==> src/hdl/pcts_pkg.sv <==
// passcode table store: shared payload types, operation codes and the
// command/status bundles between controller and datapath. no dependencies.
package pcts_pkg;

  localparam int PASSCODE_W = 64;
  localparam int BYTE_W     = 8;
  localparam int MAX_KEY_BYTES = PASSCODE_W / BYTE_W;

  localparam logic [1:0] OP_ADD   = 2'd0;
  localparam logic [1:0] OP_QUERY = 2'd1;
  localparam logic [1:0] OP_CLEAR = 2'd2;

  typedef struct packed {
    logic [1:0]            cmd;
    logic [PASSCODE_W-1:0] passcode;
  } pcts_in_t;

  typedef struct packed {
    logic success;
    logic table_full;
    logic table_empty;
  } pcts_out_t;

  // controller to datapath
  typedef struct packed {
    logic load;    // capture input word, rewind slot index
    logic step;    // advance slot index
    logic rd;      // key read issued for current slot
    logic wr;      // store key in current slot and mark it valid
    logic clr;     // drop every valid mark
    logic set_ok;  // success flag
    logic emit;    // load result register
  } pcts_cmd_t;

  // datapath to controller
  typedef struct packed {
    logic [1:0] op;
    logic       slot_free;
    logic       idx_last;
    logic       out_busy;
  } pcts_sts_t;

endpackage

==> src/hdl/pcts_dp.sv <==
// passcode table store datapath: key memory, valid marks, slot index,
// match compare and result register. uses pcts_pkg.
module pcts_dp #(
  parameter int SLOTS     = 8,
  parameter int KEY_BYTES = 8
) (
  input  logic               clk_i,
  input  logic               rst_ni,
  input  pcts_pkg::pcts_in_t  in_data_i,
  input  logic               out_stall_i,
  output logic               out_valid_o,
  output pcts_pkg::pcts_out_t out_data_o,
  input  pcts_pkg::pcts_cmd_t cmd_i,
  output pcts_pkg::pcts_sts_t sts_o
);
  import pcts_pkg::*;

  localparam int KEY_W = KEY_BYTES * BYTE_W;
  localparam int IW    = (SLOTS > 1) ? $clog2(SLOTS) : 1;

  logic [KEY_W-1:0] key_mem [SLOTS];
  logic [KEY_W-1:0] key_q;
  logic [KEY_W-1:0] rd_data_q;
  logic [1:0]       op_q;
  logic [IW-1:0]    idx_q;
  logic [SLOTS-1:0] valid_q;
  logic             rd_live_q;
  logic             rd_vld_q;
  logic             ok_q;
  logic             out_valid_q;
  pcts_out_t        out_q;
  logic             match;

  // only the low key bytes are stored and compared
  always_ff @(posedge clk_i) begin
    if (cmd_i.load) begin
      key_q <= in_data_i.passcode[KEY_W-1:0];
      op_q  <= in_data_i.cmd;
    end
  end

  always_ff @(posedge clk_i) begin
    if (cmd_i.wr) begin
      key_mem[idx_q] <= key_q;
    end
    rd_data_q <= key_mem[idx_q];
  end

  always_ff @(posedge clk_i or negedge rst_ni) begin
    if (!rst_ni) begin
      idx_q     <= '0;
      valid_q   <= '0;
      rd_live_q <= 1'b0;
      rd_vld_q  <= 1'b0;
      ok_q      <= 1'b0;
    end else begin
      rd_live_q <= cmd_i.rd;
      rd_vld_q  <= valid_q[idx_q];
      if (cmd_i.load) begin
        idx_q <= '0;
      end else if (cmd_i.step) begin
        idx_q <= idx_q + IW'(1);
      end
      if (cmd_i.clr) begin
        valid_q <= '0;
      end else if (cmd_i.wr) begin
        valid_q[idx_q] <= 1'b1;
      end
      if (cmd_i.load) begin
        ok_q <= 1'b0;
      end else if (cmd_i.set_ok || match) begin
        ok_q <= 1'b1;
      end
    end
  end

  // compare in the cycle after the read, gated by the slot's valid mark
  assign match = rd_live_q && rd_vld_q && (rd_data_q == key_q);

  always_ff @(posedge clk_i or negedge rst_ni) begin
    if (!rst_ni) begin
      out_valid_q <= 1'b0;
    end else if (cmd_i.emit) begin
      out_valid_q <= 1'b1;
    end else if (!out_stall_i) begin
      out_valid_q <= 1'b0;
    end
  end

  always_ff @(posedge clk_i) begin
    if (cmd_i.emit) begin
      out_q.success     <= ok_q;
      out_q.table_full  <= &valid_q;
      out_q.table_empty <= ~|valid_q;
    end
  end

  assign out_valid_o = out_valid_q;
  assign out_data_o  = out_q;

  assign sts_o.op        = op_q;
  assign sts_o.slot_free = ~valid_q[idx_q];
  assign sts_o.idx_last  = (idx_q == IW'(SLOTS - 1));
  assign sts_o.out_busy  = out_valid_q && out_stall_i;

endmodule

==> src/hdl/pcts_ctrl.sv <==
// passcode table store controller: sequences add, query and clear over
// the slots of the datapath. uses pcts_pkg.
module pcts_ctrl (
  input  logic               clk_i,
  input  logic               rst_ni,
  input  logic               in_valid_i,
  output logic               in_stall_o,
  output pcts_pkg::pcts_cmd_t cmd_o,
  input  pcts_pkg::pcts_sts_t sts_i
);
  import pcts_pkg::*;

  typedef enum logic [2:0] {
    ST_IDLE,
    ST_ADD,
    ST_QUERY,
    ST_DRAIN,
    ST_CLEAR,
    ST_RESULT
  } state_e;

  state_e state_q, state_d;

  always_ff @(posedge clk_i or negedge rst_ni) begin
    if (!rst_ni) begin
      state_q <= ST_IDLE;
    end else begin
      state_q <= state_d;
    end
  end

  always_comb begin
    state_d = state_q;
    cmd_o   = '0;
    case (state_q)
      ST_IDLE: begin
        if (in_valid_i) begin
          cmd_o.load = 1'b1;
          state_d    = ST_RESULT;
          case (sts_i.op)
            OP_ADD:   state_d = ST_ADD;
            OP_QUERY: state_d = ST_QUERY;
            OP_CLEAR: state_d = ST_CLEAR;
            default:  state_d = ST_RESULT;
          endcase
        end
      end
      ST_ADD: begin
        // walk up from slot 0, take the first free one
        if (sts_i.slot_free) begin
          cmd_o.wr     = 1'b1;
          cmd_o.set_ok = 1'b1;
          state_d      = ST_RESULT;
        end else if (sts_i.idx_last) begin
          state_d = ST_RESULT;
        end else begin
          cmd_o.step = 1'b1;
        end
      end
      ST_QUERY: begin
        cmd_o.rd = 1'b1;
        if (sts_i.idx_last) begin
          state_d = ST_DRAIN;
        end else begin
          cmd_o.step = 1'b1;
        end
      end
      ST_DRAIN: begin
        // last slot's compare lands here
        state_d = ST_RESULT;
      end
      ST_CLEAR: begin
        cmd_o.clr    = 1'b1;
        cmd_o.set_ok = 1'b1;
        state_d      = ST_RESULT;
      end
      ST_RESULT: begin
        if (!sts_i.out_busy) begin
          cmd_o.emit = 1'b1;
          state_d    = ST_IDLE;
        end
      end
      default: begin
        state_d = ST_IDLE;
      end
    endcase
  end

  assign in_stall_o = (state_q != ST_IDLE);

endmodule

==> src/hdl/passcode_table_store_top.sv <==
// Passcode table store, top level. One word is taken at a time; the block
// stalls its input until that word's result sits in the output register.
// Clear goes through the clear state to the result state, an unused command
// code straight to the result state, add walks the slots up from slot 0 until
// a free one, and query reads every slot's key and drains a registered compare.
// A result waiting on the output does not stop the next word from being
// accepted. Keys are held in a single-port memory, the valid marks in flops
// cleared by reset.
// uses pcts_pkg, pcts_ctrl and pcts_dp.
module passcode_table_store_top #(
  parameter int SLOTS     = 8,
  parameter int KEY_BYTES = 8
) (
  input  logic               clk_i,
  input  logic               rst_ni,
  input  logic               in_valid_i,
  output logic               in_stall_o,
  input  pcts_pkg::pcts_in_t  in_data_i,
  output logic               out_valid_o,
  input  logic               out_stall_i,
  output pcts_pkg::pcts_out_t out_data_o
);
  import pcts_pkg::*;

  pcts_cmd_t cmd;
  pcts_sts_t sts;
  pcts_sts_t sts_mux;

  // op code is taken straight from the input while idle so the first
  // state can be chosen at acceptance
  always_comb begin
    sts_mux = sts;
    if (!in_stall_o) begin
      sts_mux.op = in_data_i.cmd;
    end
  end

  pcts_ctrl u_ctrl (
    .clk_i      (clk_i),
    .rst_ni     (rst_ni),
    .in_valid_i (in_valid_i),
    .in_stall_o (in_stall_o),
    .cmd_o      (cmd),
    .sts_i      (sts_mux)
  );

  pcts_dp #(
    .SLOTS     (SLOTS),
    .KEY_BYTES (KEY_BYTES)
  ) u_dp (
    .clk_i       (clk_i),
    .rst_ni      (rst_ni),
    .in_data_i   (in_data_i),
    .out_stall_i (out_stall_i),
    .out_valid_o (out_valid_o),
    .out_data_o  (out_data_o),
    .cmd_i       (cmd),
    .sts_o       (sts)
  );

endmodule

==> config.mk <==
export PLATFORM = sky130hd
export DESIGN_NAME = passcode_table_store_top
export DESIGN_NICKNAME = d
export VERILOG_FILES = /design/src/hdl/pcts_pkg.sv /design/src/hdl/pcts_dp.sv /design/src/hdl/pcts_ctrl.sv /design/src/hdl/passcode_table_store_top.sv
export SDC_FILE = /design/constraint.sdc
export NUM_CORES = 1
export LEC_CHECK = 0
export BUFFER_PORTS_ARGS = -buffer_cell sky130_fd_sc_hd__buf_2
export CORE_AREA = 5 5 264 266
export CTS_BUF_LIST = sky130_fd_sc_hd__clkbuf_2 sky130_fd_sc_hd__clkbuf_4 sky130_fd_sc_hd__clkbuf_8
export CTS_CLUSTER_DIAMETER = 60
export DETAILED_ROUTE_END_ITERATION = 10
export DIE_AREA = 0 0 269 271
export HOLD_SLACK_MARGIN = 0.12
export MAX_ROUTING_LAYER = met4
export SLEW_MARGIN = 25
export SYNTH_ARGS = -nofsm -noshare
export SYNTH_HDL_FRONTEND = slang
export SYNTH_SLANG_ARGS = --single-unit
==> constraint.sdc <==
create_clock -name clk_i -period 4.3 [get_ports clk_i]
set_input_delay 0.215 -clock clk_i [delete_from_list [all_inputs] [get_ports clk_i]]
set_output_delay 0.215 -clock clk_i [all_outputs]
set_load 0.02 [all_outputs]
; Yosys cells after proc, flatten, opt, wreduce, memory -nomap -nowiden
; Memories as Yosys holds them, arrays and structs flattened. A register that Yosys moved wholly into a read port is not among the register bits.
; Index checks and enable logic that the tools add are counted.
[word_totals]
rom_bits = 0
output_inout_bits = 5
inputBits = 70
mem_count = 1
latchBits = 0
register_bits = 87
word_cells = 81
ramBits = 512
[classes]
n_mux = 34
shift = 0
magnitude_cmp = 2
multipliers = 0
n_div = 0
eq_ne = 14
add_sub_neg = 1
reduce_logical = 16
n_bitwise = 1
[memory_table]
columns = name, depth, word_bits, read_ports, rd_ports_with_merged_regs, write_ports, line_no
row1 = u_dp.key_mem, 8, 64, 1, 1, 1, pcts_dp.sv:21  ; logic [KEY_W-1:0] key_mem [SLOTS];
[op_table]
columns = operator, count
row1 = == test 64 bit, 1
row2 = 2-to-1 mux 3 bit, 7
row3 = 2-to-1 mux 1 bit, 18
row4 = 2-to-1 mux 8 bit, 2
row5 = case mux 3 bit (5 select lines), 1
row6 = "== test 3 bit, second input constant", 3
row7 = case mux 3 bit (3 select lines), 1
row8 = bitwise OR 8 bit, 1
row9 = AND reduction 8 bit, 1
row10 = OR reduction 8 bit, 1
row11 = "== test 3 x 2 -> 1 bit, second input constant", 2
row12 = "inequality test 2 bit, second input constant", 3
row13 = nonzero test 2 bit, 3
row14 = logical AND 1 bit, 4
row15 = "< comparator 3 x 4 -> 1 bit, second input constant", 1
row16 = case mux 1 bit (2 select lines), 2
row17 = AND reduction 4 bit, 1
row18 = "adder 3 x 1 -> 3 bit, second input constant", 1
row19 = binary-select mux 1 bit (select 3 bit), 1
row20 = demux 1 bit (select 3 bit), 1
row21 = "== test 3 x 1 -> 1 bit, second input constant", 1
row22 = "greater-or-equal comparator 3 x 1 -> 1 bit, second input constant", 1
row23 = zero test 3 bit, 1
row24 = "inequality test 3 bit, second input constant", 1
row25 = 9 further kinds, 9

; Depth between registers and ports, before layout
[logic_depth]
word_depth = 7
ltp_mapped = 8

; Hierarchy
; A second synthesis with hierarchy kept.
[hier_totals]
cells_unflattened = 1425
hier_area_um2 = 24757.5
[modules_own_cells]
columns = module, seq_area_each_um2, cells_per_inst, n_inst, area_each_um2
row1 = pcts_dp, 19103.3, 1384, 1, 24408.4
row2 = pcts_ctrl, 75.1, 39, 1, 326.6
row3 = passcode_table_store_top, 0.0, 2, 1, 22.5

; Worst setup path after synthesis
; Ideal clock, no wire load.
[synth_timing]
path_kind = reg2reg
startpoint = register u_dp.idx_q[1]
endpoint = memory u_dp.key_mem[4][0] (netlist name), enable pin
path_stages_with_launch = 6
period_less_slack_ns = 3.399
setup_slack_ns = 0.901
arrival_time_ns = 2.970
t_required_ns = 3.872
path_cell_list = dfrtp_1 > buf_2 > nor3b_1 > clkbuf_1 > buf_1 > and2_1
[synth_via]
elab_chain_cells = 6
[synth_rtl]
columns = element, line_no
row1 = from (decl), pcts_dp.sv:25  ; logic [IW-1:0] idx_q;
row2 = from (signal assigned), pcts_dp.sv:62  ; idx_q <= idx_q + IW'(1);
row3 = binary-select mux 1 bit (select 3 bit), pcts_dp.sv:102  ; assign sts_o.slot_free = ~valid_q[idx_q];
row4 = 2-to-1 mux 1 bit (not written as such), pcts_dp.sv:102
row5 = 2-to-1 mux 1 bit, pcts_ctrl.sv:50  ; if (sts_i.slot_free) begin
row6 = 2-to-1 mux 1 bit, pcts_ctrl.sv:35  ; case (state_q)
row7 = 2-to-1 mux 1 bit, pcts_dp.sv:43  ; if (cmd_i.wr) begin
row8 = 2-to-1 mux 1 bit (not written as such), pcts_dp.sv:44  ; key_mem[idx_q] <= key_q;
row9 = to (decl), pcts_dp.sv:21
; Several ways; a longest one is shown, not always the timed one. The select of a mux whose other input is x is not followed.

; Worst setup path after layout
[layout_timing]
startpoint = register u_dp.idx_q[0]
endpoint = memory u_dp.key_mem[7][46] (netlist name), enable pin
; Same word-level chain as after synthesis.

==> metrics <==
Port Buffers=74; Post-Layout Cell Count=2,414; CP arrival=3.62 ns; largest net degree at the start of global routing=67; Clock Power Share=30.5%; starting DRC count in detailed routing=1,139; gr usage total=14.5%; Vias/cell=5.10; final setup violation count=0; WL met1=23,200 um; drt pass-1 iters=5; reg-to-reg startpoint=u_dp.idx_q[0]; layout cells sized above 1=19.2%; FF/Latch Area=19,200 sq um; Crit Path Class=flop to flop; worst vdd ir=0.000489 V; Power Dens Cells=630 nW/um^2; Worst R2R Setup Slack=1.04 ns; RSZ-0062 raised after global routing=no; Syn Area/Cell=18.5 sq um; initial core utilization=34.7%; minimum clock period=3.26 ns; DRT antenna net count=0; Hold Vio Cnt, Final=0; design area=27,500 sq um; Int Power=12.3 mW; metal3 WL=3080 um; Die Wd=269 um; Core Footprint=66,800 sq um; clk_skew=0.0389 ns; R2R Path End=u_dp.key_mem[7][46]; Final WS setup=1.04 ns; uppermost layer routed=met4; setup TNS=0 ns; Setup crit end kind=flop; die height=271 um; Tcrit/Tclk final=75.9%; status=complete, no violations; Clock transition at path regs=0.06 ns; Post-synth ARST share=2.71%; Synth-to-Final Area Change=18.6%; post-synthesis sequential area ratio=82.8%; synthesized flop and latch total=663; hold endpoint=u_dp.key_q[13]; CTS tree=yes; Max Cap Violations=0; hold depth=2; Cell Area, Synth=23,200 sq um; clk buf depth=3; WP data required=4.65 ns; max-slew violations=0; Synth Flop Type=edfxtp_1; fill count=6,023; Logic pwr share=18.1%; diode count=0; DP HPWL=26,100 um; f_max=306 MHz; first-pass GRT wire length=79,200 um; Via Count=12.3k; placed cell areas=24,600 sq um; drt wl/cell=21.6 um; worst relative slew slack=29.3%; synth warn=0; Power, Total=17.3 mW; hold path start=in_data_i[13]; # Post-CTS Setup Buffers=0; vias in the first global route=12.8k; Syn Inst Count=1,252; met2 WL=24,800 um; Worst Setup Start Kind=flop; sw frac=28.8%; final wirelength=52,100 um; clock root cell=clkbuf_8; multi-input logic area=3690 sq um; Register-to-Register Path Depth=5; clk sinks=663; post-synth cell types=46; EDFF count, synth=581; die area=72,900 sq um; switching power total=4.98 mW; fin util=41.1%; Worst Hold Class=input port to flop; Flop pwr share=51.4%; Crit Path Max Fanout=33; GP Congestion=0.777; worst slack, placed=1.08 ns; H-Tree Depth=3; PostCTS Resize Cnt=0; Worst-Skew Late Latency=0.70 ns; worst-margin pin slew=1.06 ns; grt ovf=0; Hold Slack=0.233 ns; initial antenna violation count=0; DR DRC count=0; final net count=1,527; row count=95; leak pwr=8.86 nW; total CTS buffers=104; Cells after DPL=2,151; Net Count, Synth=1,325; IO Pins=75
## area by class of cell
type	count	share of cell area [%]
clock buffers	161	7.02
repair buffers	163	4.78
multi-input cells	505	13.4
inverters	17	0.250
clock inverters	32	0.729
well taps	873	3.98
flip-flops and latches	663	69.8
## state kept, by name (all words and copies together) (netlist names)
register          count
u_dp.rd_vld_q         1
u_ctrl.state_q        3
u_dp.rd_live_q        1
u_dp.valid_q          8
u_dp.out_valid_o      1
u_dp.key_q           64
u_dp.op_q             2
u_dp.key_mem        512
u_dp.ok_q             1
u_dp.out_data_o       3
u_dp.rd_data_q       64
u_dp.idx_q            3
## layer usage
layer / vias up / global-route usage, %
met5: - / -
li1: 5547 / -
met1: 6275 / 19.6
met3: 81 / 2.58
met4: 0 / 4.87
met2: 404 / 22.3
## cell usage after synthesis (4+ instances only)
| library cell | number | share of area, % |
|---|---|---|
| inv_1 | 17 | 0.28 |
| nor4_1 | 4 | 0.11 |
| nor2_1 | 18 | 0.29 |
| dfxtp_1 | 64 | 5.5 |
| dfrtp_1 | 18 | 1.9 |
| edfxtp_1 | 581 | 75 |
| buf_1 | 16 | 0.26 |
| o221ai_1 | 4 | 0.15 |
| nand4_1 | 79 | 2.1 |
| clkbuf_1 | 43 | 0.70 |
| and2_1 | 8 | 0.22 |
| nand2_1 | 10 | 0.16 |
| a22oi_1 | 258 | 8.4 |
| nor3_1 | 10 | 0.22 |
| nand2b_1 | 9 | 0.24 |
| a21oi_1 | 12 | 0.26 |
| mux2i_1 | 4 | 0.17 |
| xnor2_1 | 51 | 1.9 |
| buf_2 | 5 | 0.11 |
| nor3b_1 | 4 | 0.13 |
## cell families (layout without fill, tap and decap cells)
kind of cell | after synthesis | count (layout) | share of synthesized area [%]
mux | 6 | 6 | 0.319
simple gates | 153 | 153 | 3.85
compound gates | 291 | 291 | 9.40
fa+ha+maj | 3 | 3 | 0.162
xor+xnor | 52 | 52 | 1.97
buf+inv | 84 | 373 | 1.49
flops | 663 | 663 | 82.8
## timing repair
item                       CTS  global route
hold endpoints to repair    94             0
hold buffers                70             0
setup endpoints to repair    0             0
## worst max-delay path by stage
stage / depth (start not counted) / to / start / slack [ns]
floorplan: 5 / u_dp.key_mem[4][0] / u_dp.idx_q[1] / 0.90
global placement: 5 / u_dp.key_mem[7][46] / u_dp.idx_q[1] / 1.06
detailed placement: 5 / u_dp.key_mem[7][46] / u_dp.idx_q[1] / 1.08
CTS: 5 / u_dp.key_mem[1][57] / u_dp.idx_q[1] / 1.01
global route: 5 / u_dp.key_mem[7][25] / u_dp.idx_q[1] / 0.77
finish: 5 / u_dp.key_mem[7][46] / u_dp.idx_q[0] / 1.04
## power groups by stage
stage                     Clock, mW  Combinational, mW  Sequential, mW
after floorplan                   0               2.10            8.83
after global placement            0               3.08            8.98
after detailed placement          0               3.11            9.02
after CTS                      5.44               3.19            8.90
after global routing           5.75               3.43            9.00
final                          5.29               3.14            8.89
## worst max-delay path: stages, from the launching register on
cell and delay, ns:
dfrtp_1 0.53, or2b_1 0.35, a2bb2oi_1 0.31, and4_1 0.69
and2_4 0.67, buf_12 0.33
## cell usage in the layout (no fill, tap or decap), drive strengths merged, types with 6 or more instances in the layout
| master | n |
|---|---|
| edfxtp | 581 |
| dfrtp | 18 |
| nor2 | 18 |
| a22oi | 258 |
| clkinv | 25 |
| and2 | 8 |
| dlygate4sd3 | 70 |
| xnor2 | 51 |
| buf | 93 |
| nor3 | 10 |
| clkbuf | 161 |
| inv | 17 |
| dfxtp | 64 |
| nand2b | 9 |
| nand2 | 10 |
| nand4 | 79 |
| a21oi | 15 |
| clkinvlp | 6 |
No activity file was read; power rests on OpenSTA's default activity.
